--- src/cqmm_pkg.sv ---
`timescale 1ns / 1ps
// ----------------------------------------------------------------------------
// cqmm_pkg
// Shared widths, codes and controller/datapath interface types for the
// circular queue with min/max queries.
// ----------------------------------------------------------------------------
package cqmm_pkg;

  // payload widths and default ring depth
  localparam int DATA_W    = 32;
  localparam int MODE_W    = 2;
  localparam int STAT_W    = 2;
  localparam int CNT_W     = 4;
  localparam int DEPTH_DEF = 16;

  // operation codes carried on the input tuser
  localparam logic [MODE_W-1:0] MODE_ADD = 2'd0;
  localparam logic [MODE_W-1:0] MODE_REM = 2'd1;
  localparam logic [MODE_W-1:0] MODE_MAX = 2'd2;
  localparam logic [MODE_W-1:0] MODE_MIN = 2'd3;

  // status codes carried on the output tuser
  localparam logic [STAT_W-1:0] ST_OK    = 2'd0;
  localparam logic [STAT_W-1:0] ST_FULL  = 2'd1;
  localparam logic [STAT_W-1:0] ST_EMPTY = 2'd2;

  // which result the output register takes
  typedef enum logic [2:0] {
    RES_ADD,
    RES_FULL,
    RES_EMPTY,
    RES_POP,
    RES_SCAN
  } cqmm_res_t;

  // commands from the controller to the datapath
  typedef struct packed {
    logic      push;      // write value at tail, advance tail
    logic      rd_start;  // read at head, scan pointer to the slot after head
    logic      rd_step;   // read at scan pointer, advance it
    logic      scan_upd;  // fold the returned word into the running best
    logic      pop;       // advance head
    logic      res_load;  // load the output register
    cqmm_res_t res_kind;
  } cqmm_cmd_t;

  // status from the datapath to the controller
  typedef struct packed {
    logic full;
    logic empty;
    logic scan_end;       // scan pointer has reached tail
  } cqmm_stat_t;

endpackage

--- src/circular_queue_with_min_max_unit.sv ---
`timescale 1ns / 1ps
// ----------------------------------------------------------------------------
// circular_queue_with_min_max_unit
// Ring-buffer queue of signed 32-bit words (DEPTH slots, DEPTH-1 usable)
// with add, remove and maximum/minimum queries.
// ----------------------------------------------------------------------------
// One operation word in gives exactly one result word out. Add, and any
// full or empty reply, loads the output register from idle; remove goes
// through a pop state as the ring sits in a memory with a registered read
// port; a max or min query has the single read port walk the entries from
// head to tail one per cycle, each folded through one 32-bit compare. The
// block returns to idle after each operation and takes the next word as
// soon as the output register is free or being drained, so a finished
// result that waits on the output holds off the next input.
// Storage contents are not cleared at reset; only head and tail are, so
// the block is ready as soon as reset is released.
module circular_queue_with_min_max_unit #(
  parameter int DEPTH = cqmm_pkg::DEPTH_DEF
) (
  input  logic                        clk,
  input  logic                        rst,
  input  logic                        s_tvalid,
  output logic                        s_tready,
  input  logic [31:0]                 s_tdata,   // value[31:0]
  input  logic [cqmm_pkg::MODE_W-1:0] s_tuser,   // mode[1:0]
  output logic                        m_tvalid,
  input  logic                        m_tready,
  output logic [39:0]                 m_tdata,   // data[31:0], count[35:32], zero[39:36]
  output logic [cqmm_pkg::STAT_W-1:0] m_tuser    // status[1:0]
);
  import cqmm_pkg::*;

  cqmm_cmd_t                cmd;
  cqmm_stat_t               stat;
  logic signed [DATA_W-1:0] data;
  logic [CNT_W-1:0]         count;

  // sequencer
  cqmm_ctrl u_ctrl (
    .clk      (clk),
    .rst      (rst),
    .s_tvalid (s_tvalid),
    .s_tready (s_tready),
    .mode     (s_tuser),
    .m_tvalid (m_tvalid),
    .m_tready (m_tready),
    .stat     (stat),
    .cmd      (cmd)
  );

  // storage and compare
  cqmm_dp #(
    .DEPTH (DEPTH)
  ) u_dp (
    .clk    (clk),
    .rst    (rst),
    .cmd    (cmd),
    .stat   (stat),
    .mode   (s_tuser),
    .value  (s_tdata),
    .data   (data),
    .status (m_tuser),
    .count  (count)
  );

  // output word packing
  assign m_tdata = {4'b0000, count, data};

endmodule

--- src/cqmm_ctrl.sv ---
`timescale 1ns / 1ps
// ----------------------------------------------------------------------------
// cqmm_ctrl
// Sequencer for the queue: decodes each accepted operation, walks the
// stored words for min/max queries and owns the output word valid.
// ----------------------------------------------------------------------------
module cqmm_ctrl (
  input  logic                        clk,
  input  logic                        rst,
  input  logic                        s_tvalid,
  output logic                        s_tready,
  input  logic [cqmm_pkg::MODE_W-1:0] mode,
  output logic                        m_tvalid,
  input  logic                        m_tready,
  input  cqmm_pkg::cqmm_stat_t        stat,
  output cqmm_pkg::cqmm_cmd_t         cmd
);
  import cqmm_pkg::*;

  localparam logic [1:0] S_IDLE = 2'd0;
  localparam logic [1:0] S_POP  = 2'd1;
  localparam logic [1:0] S_SCAN = 2'd2;

  logic [1:0] state;
  logic [1:0] state_next;
  logic       slot_free;
  logic       take;

  // a new word may enter only when the output slot is empty or draining
  assign slot_free = !m_tvalid || m_tready;
  assign s_tready  = (state == S_IDLE) && slot_free;
  assign take      = s_tvalid && s_tready;

  // command decode
  always_comb begin
    cmd        = '0;
    cmd.res_kind = RES_ADD;
    state_next = state;
    unique case (state)
      S_IDLE: begin
        if (take) begin
          unique case (mode)
            MODE_ADD: begin
              cmd.res_load = 1'b1;
              if (stat.full) begin
                cmd.res_kind = RES_FULL;
              end else begin
                cmd.push     = 1'b1;
                cmd.res_kind = RES_ADD;
              end
            end
            MODE_REM: begin
              if (stat.empty) begin
                cmd.res_load = 1'b1;
                cmd.res_kind = RES_EMPTY;
              end else begin
                cmd.rd_start = 1'b1;
                state_next   = S_POP;
              end
            end
            default: begin
              if (stat.empty) begin
                cmd.res_load = 1'b1;
                cmd.res_kind = RES_EMPTY;
              end else begin
                cmd.rd_start = 1'b1;
                state_next   = S_SCAN;
              end
            end
          endcase
        end
      end
      S_POP: begin
        cmd.pop      = 1'b1;
        cmd.res_load = 1'b1;
        cmd.res_kind = RES_POP;
        state_next   = S_IDLE;
      end
      S_SCAN: begin
        if (stat.scan_end) begin
          cmd.res_load = 1'b1;
          cmd.res_kind = RES_SCAN;
          state_next   = S_IDLE;
        end else begin
          cmd.rd_step  = 1'b1;
          cmd.scan_upd = 1'b1;
        end
      end
      default: begin
        state_next = S_IDLE;
      end
    endcase
  end

  // state and output valid
  always_ff @(posedge clk) begin
    if (rst) begin
      state    <= S_IDLE;
      m_tvalid <= 1'b0;
    end else begin
      state <= state_next;
      if (cmd.res_load) begin
        m_tvalid <= 1'b1;
      end else if (m_tready) begin
        m_tvalid <= 1'b0;
      end
    end
  end

`ifndef NO_ASSERTIONS
  // the output slot is empty while an operation is still being worked on
  a_busy_slot_empty: assert property (@(posedge clk) disable iff (rst)
    (state != S_IDLE) |-> !m_tvalid)
    else $error("output word pending while busy");

  // a result never overwrites a word that has not been taken
  a_load_free: assert property (@(posedge clk) disable iff (rst)
    cmd.res_load |-> slot_free)
    else $error("result loaded over a pending word");

  // a remove finishes in the cycle after the read
  a_pop_one: assert property (@(posedge clk) disable iff (rst)
    (state == S_POP) |=> (state == S_IDLE))
    else $error("remove did not return to idle");
`endif

endmodule

--- src/cqmm_dp.sv ---
`timescale 1ns / 1ps
// ----------------------------------------------------------------------------
// cqmm_dp
// Datapath: ring storage with one write and one registered read port,
// head/tail/scan pointers, the running min/max compare and the output
// register.
// ----------------------------------------------------------------------------
module cqmm_dp #(
  parameter int DEPTH = cqmm_pkg::DEPTH_DEF
) (
  input  logic                               clk,
  input  logic                               rst,
  input  cqmm_pkg::cqmm_cmd_t                cmd,
  output cqmm_pkg::cqmm_stat_t               stat,
  input  logic [cqmm_pkg::MODE_W-1:0]        mode,
  input  logic signed [cqmm_pkg::DATA_W-1:0] value,
  output logic signed [cqmm_pkg::DATA_W-1:0] data,
  output logic [cqmm_pkg::STAT_W-1:0]        status,
  output logic [cqmm_pkg::CNT_W-1:0]         count
);
  import cqmm_pkg::*;

  localparam int AW = (DEPTH > 1) ? $clog2(DEPTH) : 1;
  localparam int CW = (AW > CNT_W) ? AW : CNT_W;
  localparam logic [AW-1:0] LAST = AW'(DEPTH - 1);
  localparam logic [AW:0]   RING = (AW + 1)'(DEPTH);

  logic [DATA_W-1:0]        mem [DEPTH];
  logic [AW-1:0]            head;
  logic [AW-1:0]            tail;
  logic [AW-1:0]            head_next;
  logic [AW-1:0]            tail_next;
  logic [AW-1:0]            tail_inc;
  logic [AW-1:0]            head_inc;
  logic [AW-1:0]            scan_idx;
  logic [AW-1:0]            scan_inc;
  logic [AW-1:0]            rd_addr;
  logic signed [DATA_W-1:0] rdata;
  logic signed [DATA_W-1:0] best;
  logic signed [DATA_W-1:0] cand;
  logic signed [DATA_W-1:0] res_data;
  logic [STAT_W-1:0]        res_status;
  logic                     first;
  logic                     want_max;
  logic                     better;
  logic [AW:0]              diff;
  logic [AW-1:0]            cnt;
  logic [CW-1:0]            cnt_ext;

  // ring increments
  assign tail_inc = (tail == LAST) ? '0 : tail + 1'b1;
  assign head_inc = (head == LAST) ? '0 : head + 1'b1;
  assign scan_inc = (scan_idx == LAST) ? '0 : scan_idx + 1'b1;

  // status to the controller
  assign stat.empty    = (head == tail);
  assign stat.full     = (tail_inc == head);
  assign stat.scan_end = (scan_idx == tail);

  // pointer updates
  assign tail_next = cmd.push ? tail_inc : tail;
  assign head_next = cmd.pop ? head_inc : head;

  always_ff @(posedge clk) begin
    if (rst) begin
      head <= '0;
      tail <= '0;
    end else begin
      head <= head_next;
      tail <= tail_next;
    end
  end

  // storage, read data registered
  assign rd_addr = cmd.rd_start ? head : scan_idx;

  always_ff @(posedge clk) begin
    if (cmd.push) begin
      mem[tail] <= value;
    end
    rdata <= mem[rd_addr];
  end

  // scan pointer and running best
  assign better = want_max ? (rdata > best) : (rdata < best);
  assign cand   = (first || better) ? rdata : best;

  always_ff @(posedge clk) begin
    if (cmd.rd_start) begin
      scan_idx <= head_inc;
      first    <= 1'b1;
      want_max <= (mode == MODE_MAX);
    end else if (cmd.rd_step) begin
      scan_idx <= scan_inc;
    end
    if (cmd.scan_upd) begin
      best  <= cand;
      first <= 1'b0;
    end
  end

  // entries held after the operation
  always_comb begin
    diff = {1'b0, tail_next} - {1'b0, head_next};
    if (tail_next >= head_next) begin
      cnt = diff[AW-1:0];
    end else begin
      cnt = AW'(diff + RING);
    end
    cnt_ext = CW'(cnt);
  end

  // result select
  always_comb begin
    unique case (cmd.res_kind)
      RES_ADD: begin
        res_data   = '0;
        res_status = ST_OK;
      end
      RES_FULL: begin
        res_data   = '0;
        res_status = ST_FULL;
      end
      RES_EMPTY: begin
        res_data   = '0;
        res_status = ST_EMPTY;
      end
      RES_POP: begin
        res_data   = rdata;
        res_status = ST_OK;
      end
      RES_SCAN: begin
        res_data   = cand;
        res_status = ST_OK;
      end
      default: begin
        res_data   = '0;
        res_status = ST_OK;
      end
    endcase
  end

  // output register
  always_ff @(posedge clk) begin
    if (cmd.res_load) begin
      data   <= res_data;
      status <= res_status;
      count  <= cnt_ext[CNT_W-1:0];
    end
  end

`ifndef NO_ASSERTIONS
  // never write into a full ring
  a_push_room: assert property (@(posedge clk) disable iff (rst)
    cmd.push |-> !stat.full)
    else $error("push into full queue");

  // never advance head past tail
  a_pop_held: assert property (@(posedge clk) disable iff (rst)
    cmd.pop |-> !stat.empty)
    else $error("pop from empty queue");

  // the scan never reads beyond the last held entry
  a_scan_bound: assert property (@(posedge clk) disable iff (rst)
    cmd.rd_step |-> !stat.scan_end)
    else $error("scan read past tail");
`endif

endmodule

--- config.mk ---
export PLATFORM = sky130hd
export DESIGN_NAME = circular_queue_with_min_max_unit
export DESIGN_NICKNAME = d
export VERILOG_FILES = /design/src/cqmm_pkg.sv /design/src/circular_queue_with_min_max_unit.sv /design/src/cqmm_ctrl.sv /design/src/cqmm_dp.sv
export SDC_FILE = /design/constraint.sdc
export NUM_CORES = 1
export LEC_CHECK = 0
export ABC_AREA = 1
export BUFFER_PORTS_ARGS = -buffer_cell sky130_fd_sc_hd__buf_2
export CAP_MARGIN = 20
export CORE_ASPECT_RATIO = 1.5
export CORE_UTILIZATION = 40
export DETAILED_ROUTE_END_ITERATION = 12
export PLACE_DENSITY_LB_ADDON = 0.3
export SETUP_SLACK_MARGIN = 0.02
export SLEW_MARGIN = 10
export SYNTH_ARGS = -nofsm -noshare
export SYNTH_HDL_FRONTEND = slang
export SYNTH_HIERARCHICAL = 1
export SYNTH_SLANG_ARGS = --single-unit
--- constraint.sdc ---
create_clock -name clk -period 6.55 [get_ports clk]
set_clock_uncertainty 0.05 [all_clocks]
set_input_delay 1.31 -clock clk [delete_from_list [all_inputs] [get_ports clk]]
set_output_delay 1.31 -clock clk [all_outputs]
set_load 0.01 [all_outputs]
After elaboration in Yosys (flattened, before gate mapping)
Memory sizes are Yosys's and may differ from the RTL's. A register that Yosys moved wholly into a read port is not among the register bits.
Cells that the tools add are included.
- register bits: 87
- RAM bits: 512
- input port bits: 38
- output and inout port bits: 44
- word-level logic and storage cells: 86
- memories: 1
- memories (memory ; depth ; width ; rd ports ; clocked after memory_dff ; write ports ; line ; RTL):
    u_dp.mem ; 16 ; 32 ; 1 ; 1 ; 1 ; cqmm_dp.sv:28 ; logic [DATA_W-1:0] mem [DEPTH];
- add/sub/neg operators: 5
- order comparisons: 3
- eq/ne operators: 18
- multiplexer cells: 38
- reductions and logical operators: 10
- operators by type and width (kind ; count):
    one-hot mux 32 bit (2 select lines) ; 1
    two-way mux 4 bit ; 13
    > comparator 32 bit ; 1
    < comparator 32 bit ; 1
    two-way mux 32 bit ; 1
    adder 4 x 1 -> 4 bit, second input constant ; 4
    two-way mux 2 bit ; 8
    == test 4 bit ; 3
    == test 4 bit, second input constant ; 3
    one-hot mux 2 bit (2 select lines) ; 3
    one-hot mux 4 bit (3 select lines) ; 1
    two-way mux 1 bit ; 11
    == test 3 x 2 -> 1 bit, second input constant ; 2
    != test 2 bit, second input constant ; 3
    == test 2 x 1 -> 1 bit, second input constant ; 2
    == test 2 bit, second input constant ; 2
    greater-or-equal comparator 4 bit ; 1
    zero test 2 bit ; 2
    AND reduction 4 bit ; 1
    nonzero test 2 bit ; 2
    subtractor 4 bit ; 1
    == test 3 x 1 -> 1 bit, second input constant ; 1
    == test 3 bit, second input constant ; 1
    logical AND 1 bit ; 2
    3 further kinds ; 4

Depth between registers and ports, before layout
- depth after elaboration: 11
- gate-level depth with buffers: 21
- depth with buffers taken out: 20

Modules after synthesis
The synthesis kept the hierarchy.
- by module, submodules not included (module ; times used ; cells an instance ; area an instance (µm²) ; sequential area each (µm²)):
    cqmm_dp ; 1 ; 2277 ; 26571.7 ; 18447.7
    cqmm_ctrl ; 1 ; 49 ; 286.5 ; 60.1
    circular_queue_with_min_max_unit ; 1 ; 5 ; 33.8 ; 0.0

Worst setup path before layout
Ideal clock, no wire load.
- kind: input port to flip-flop
- from: input port s_tuser[0] in the netlist's numbering
- to: memory u_dp.mem[11][0], enable pin
- library setup time: 0.421 ns
- arrival: 3.561 ns
- required time: 6.079 ns
- slack: 2.518 ns
- stages: 6
- buffers on the path: 1
- cell sequence: nor2_2 nand2_1 nor3_1 clkbuf_1 nand2_1 nor2_1
- RTL lines (element ; line ; RTL):
    start, declared ; circular_queue_with_min_max_unit.sv:25 ; input logic [cqmm_pkg::MODE_W-1:0] s_tuser,
    end, declared ; cqmm_dp.sv:28 ;

==> flow_metrics.tcl <==
set metrics [dict create \
    via_per_inst 5.18 \
    clkSlewWorstSetupHoldPaths_ns 0.07 \
    grt_overflow 0 \
    r2r_cells 9 \
    grt_pass1_vias 16600 \
    wl_per_cell_um 19.4 \
    cts_buffer_depth 3 \
    grt_pass1_wl_mm 98.7 \
    worst_pin_slew_ns 1.16 \
    relSlewSlack 0.222 \
    vias 17100 \
    rows 116 \
    grt_start_max_net_pins 180 \
    hold_violations 0 \
    post_cts_resized 0 \
    ios 82 \
    rsz0062_at_grt "no" \
    ys_ff_latch 631 \
    cts_root_buf "clkbuf_16" \
    power_mw 12.0 \
    min_to "u_dp/data[0]" \
    die_y_um 320 \
    status "finished clean" \
    grt_use_total 0.190 \
    worstSetupEndpointType "flop" \
    p_leak_nw 11.7 \
    timing.hold.ws_ns 0.490 \
    drv_slew 0 \
    crit_required_ns 6.83 \
    synth.distinct_cells 44 \
    hold_depth 2 \
    drc 0 \
    min_period_ns 3.78 \
    syn_avg_cell_area_um2 11.5 \
    worstPathMaxFanout 27 \
    preCtsSetupSlack_ns 2.53 \
    drive_gt1_frac 0.0984 \
    diodes 0 \
    die_area_um2 68300 \
    cts_hold_buffers 0 \
    ys.flop_type "edfxtp_1" \
    synth_top_area_frac 0.655 \
    r2r_start "u_dp/tail[2]" \
    yosysTopAreaCell "edfxtp_1" \
    regToRegSetupSlack_ns 2.77 \
    synthTopCellsByCount "587 x edfxtp_1, 371 x inv_1, 342 x nand2_1" \
    clock_sinks 631 \
    h-tree-depth 2 \
    yosys-top-cells-area "edfxtp_1 66%, inv_1 5.2%, nand2_1 4.8%" \
    gp_congestion 0.815 \
    final_area_um2 30300 \
    crit_path_start_kind "flop" \
    synthCells 2331 \
    drtIter0Drc 1427 \
    final_nets 2451 \
    cts_buffers 55 \
    synth.most_common_cell "edfxtp_1" \
    max-cap-violations 0 \
    cellPowerDensity_nw_per_um2 394 \
    seq_area_frac_synth 0.688 \
    tns_ns 0 \
    post_cts_buffers 0 \
    synth_edf_count 587 \
    worst_slack_ns 2.77 \
    rr_endpoint "u_dp/mem[8][10]" \
    clk_latency_ns 0.61 \
    yosysWarnings 6 \
    hp-start "u_dp/rdata[0]" \
    critPathLaunch "u_dp/tail[2]" \
    wl_mm 64.1 \
    async_flop_share 0 \
    hpwl_mm 40.5 \
    setup_viol_count_final 0 \
    die_w_um 214 \
    cts_tree "yes" \
    area_growth_pct 12.8 \
    period_share 0.577 \
    max_freq_mhz 264 \
    path_cells "nand2_1 -> o21ai_0 -> xor2_1 -> nor4_1 -> nor3_1 -> buf_4 -> nand2_1 -> nor2_4 -> buf_4" \
    antenna_found_initial 4 \
    hold_class "reg2reg" \
    fill_cells 5985 \
    initial_core_util 0.404 \
    place_area_um2 28500 \
    drt-pass1-iter-count 7 \
    worstPathArrival_ns 4.06 \
    netlist_area_um2 26900 \
    core_area_um2 66600 \
    cpPeakStageDelay_ns 0.96 \
    port-buffer-count 77 \
    crit_slowest_cell "nor2_4" \
    timing_worst_setup_path_type "reg2reg" \
    antenna_left 0 \
    ir_drop_mv 0.311 \
]
## layer usage
metal / track usage / routed length (µm) / vias up
met4: 0.0705 / 2170 / 4
li1: - / - / 8199
met3: 0.0308 / 3270 / 111
met5: 0 / 22 / -
met1: 0.232 / 25500 / 8374
met2: 0.334 / 33100 / 411
## flip-flops by register name, indices dropped and copies added, names as in the netlist
register         count
u_ctrl/state         2
u_dp/tail            4
u_dp/head            4
u_dp/scan_idx        4
u_dp/rdata          32
u_dp/data           32
u_dp/mem           512
u_dp/want_max        1
u_dp/status          2
u_dp/best           32
u_ctrl/m_tvalid      1
u_dp/first           1
u_dp/count           4
## cell families (layout without fill, tap and decap cells)
| group | count (synthesis) | count (layout) | synth area share |
|---|---|---|---|
| compound gates | 459 | 459 | 0.0981 |
| xor+xnor | 14 | 14 | 0.00456 |
| fa+ha+maj | 42 | 42 | 0.0198 |
| buf+inv | 505 | 589 | 0.0751 |
| flops | 631 | 631 | 0.688 |
| other cells | 1 | 4 | 0.000139 |
| simple gates | 679 | 679 | 0.114 |
## placed cells by master, fill, tap and decap left out, types with 15 or more instances in the layout
| cell | synthesis | routed |
|---|---|---|
| inv_1 | 371 | 371 |
| nor2_1 | 37 | 20 |
| dfxtp_1 | 44 | 44 |
| nand2_1 | 342 | 342 |
| and2_1 | 32 | 32 |
| a21oi_1 | 163 | 163 |
| o21ai_0 | 163 | 162 |
| buf_2 | 54 | 77 |
| ha_1 | 41 | 41 |
| nand4_1 | 35 | 35 |
| nand3_1 | 212 | 212 |
| o211ai_1 | 112 | 112 |
| edfxtp_1 | 587 | 587 |
| buf_12 | 0 | 15 |
| clkbuf_16 | 0 | 56 |
| buf_4 | 7 | 16 |
| nor2_4 | 1 | 17 |
## per-stage QoR
step / cells / util
global route: 3303 / 0.455
global placement: 3185 / 0.423
floorplan: 2334 / -
CTS: 3303 / 0.455
detailed placement: 3199 / 0.427
finish: 3303 / 0.455
## where the power goes
part | internal [mW] | total [mW] | switching, mW
Sequential | 4.81 | 5.06 | 0.249
Combinational | 1.12 | 3.55 | 2.43
Clock | 1.91 | 3.36 | 1.45
Total | 7.84 | 12.0 | 4.13
## area by class of cell
| class | instances | area, µm² | area share |
|---|---|---|---|
| Multi-Input combinational cell | 1198 | 6550 | 0.216 |
| Inverter | 374 | 1400 | 0.0463 |
| Timing Repair Buffer | 111 | 888 | 0.0293 |
| Clock inverter | 30 | 322 | 0.0106 |
| Clock buffer | 74 | 1560 | 0.0514 |
| Tap cell | 885 | 1110 | 0.0365 |
| Sequential cell | 631 | 18500 | 0.610 |
## worst max-delay path: cells and delay by family (launching register included)
| family | cells | cell delay (ns) |
|---|---|---|
| flops | 1 | 0.52 |
| buf+inv | 2 | 0.50 |
| simple gates | 5 | 1.83 |
| compound gates | 1 | 0.40 |
| xor+xnor | 1 | 0.18 |
## worst max path at each step
stage,slack (ns),depth (start not counted),endpoint
after floorplan,2.52,6,u_dp/mem[11][0]
after global placement,2.47,7,u_dp/mem[4][24]
after detailed placement,2.53,8,u_dp/mem[8][5]
after CTS,2.79,9,u_dp/mem[8][11]
after global routing,2.54,9,u_dp/mem[8][5]
final,2.77,9,u_dp/mem[8][10]
(Power assumes the default switching activity.)
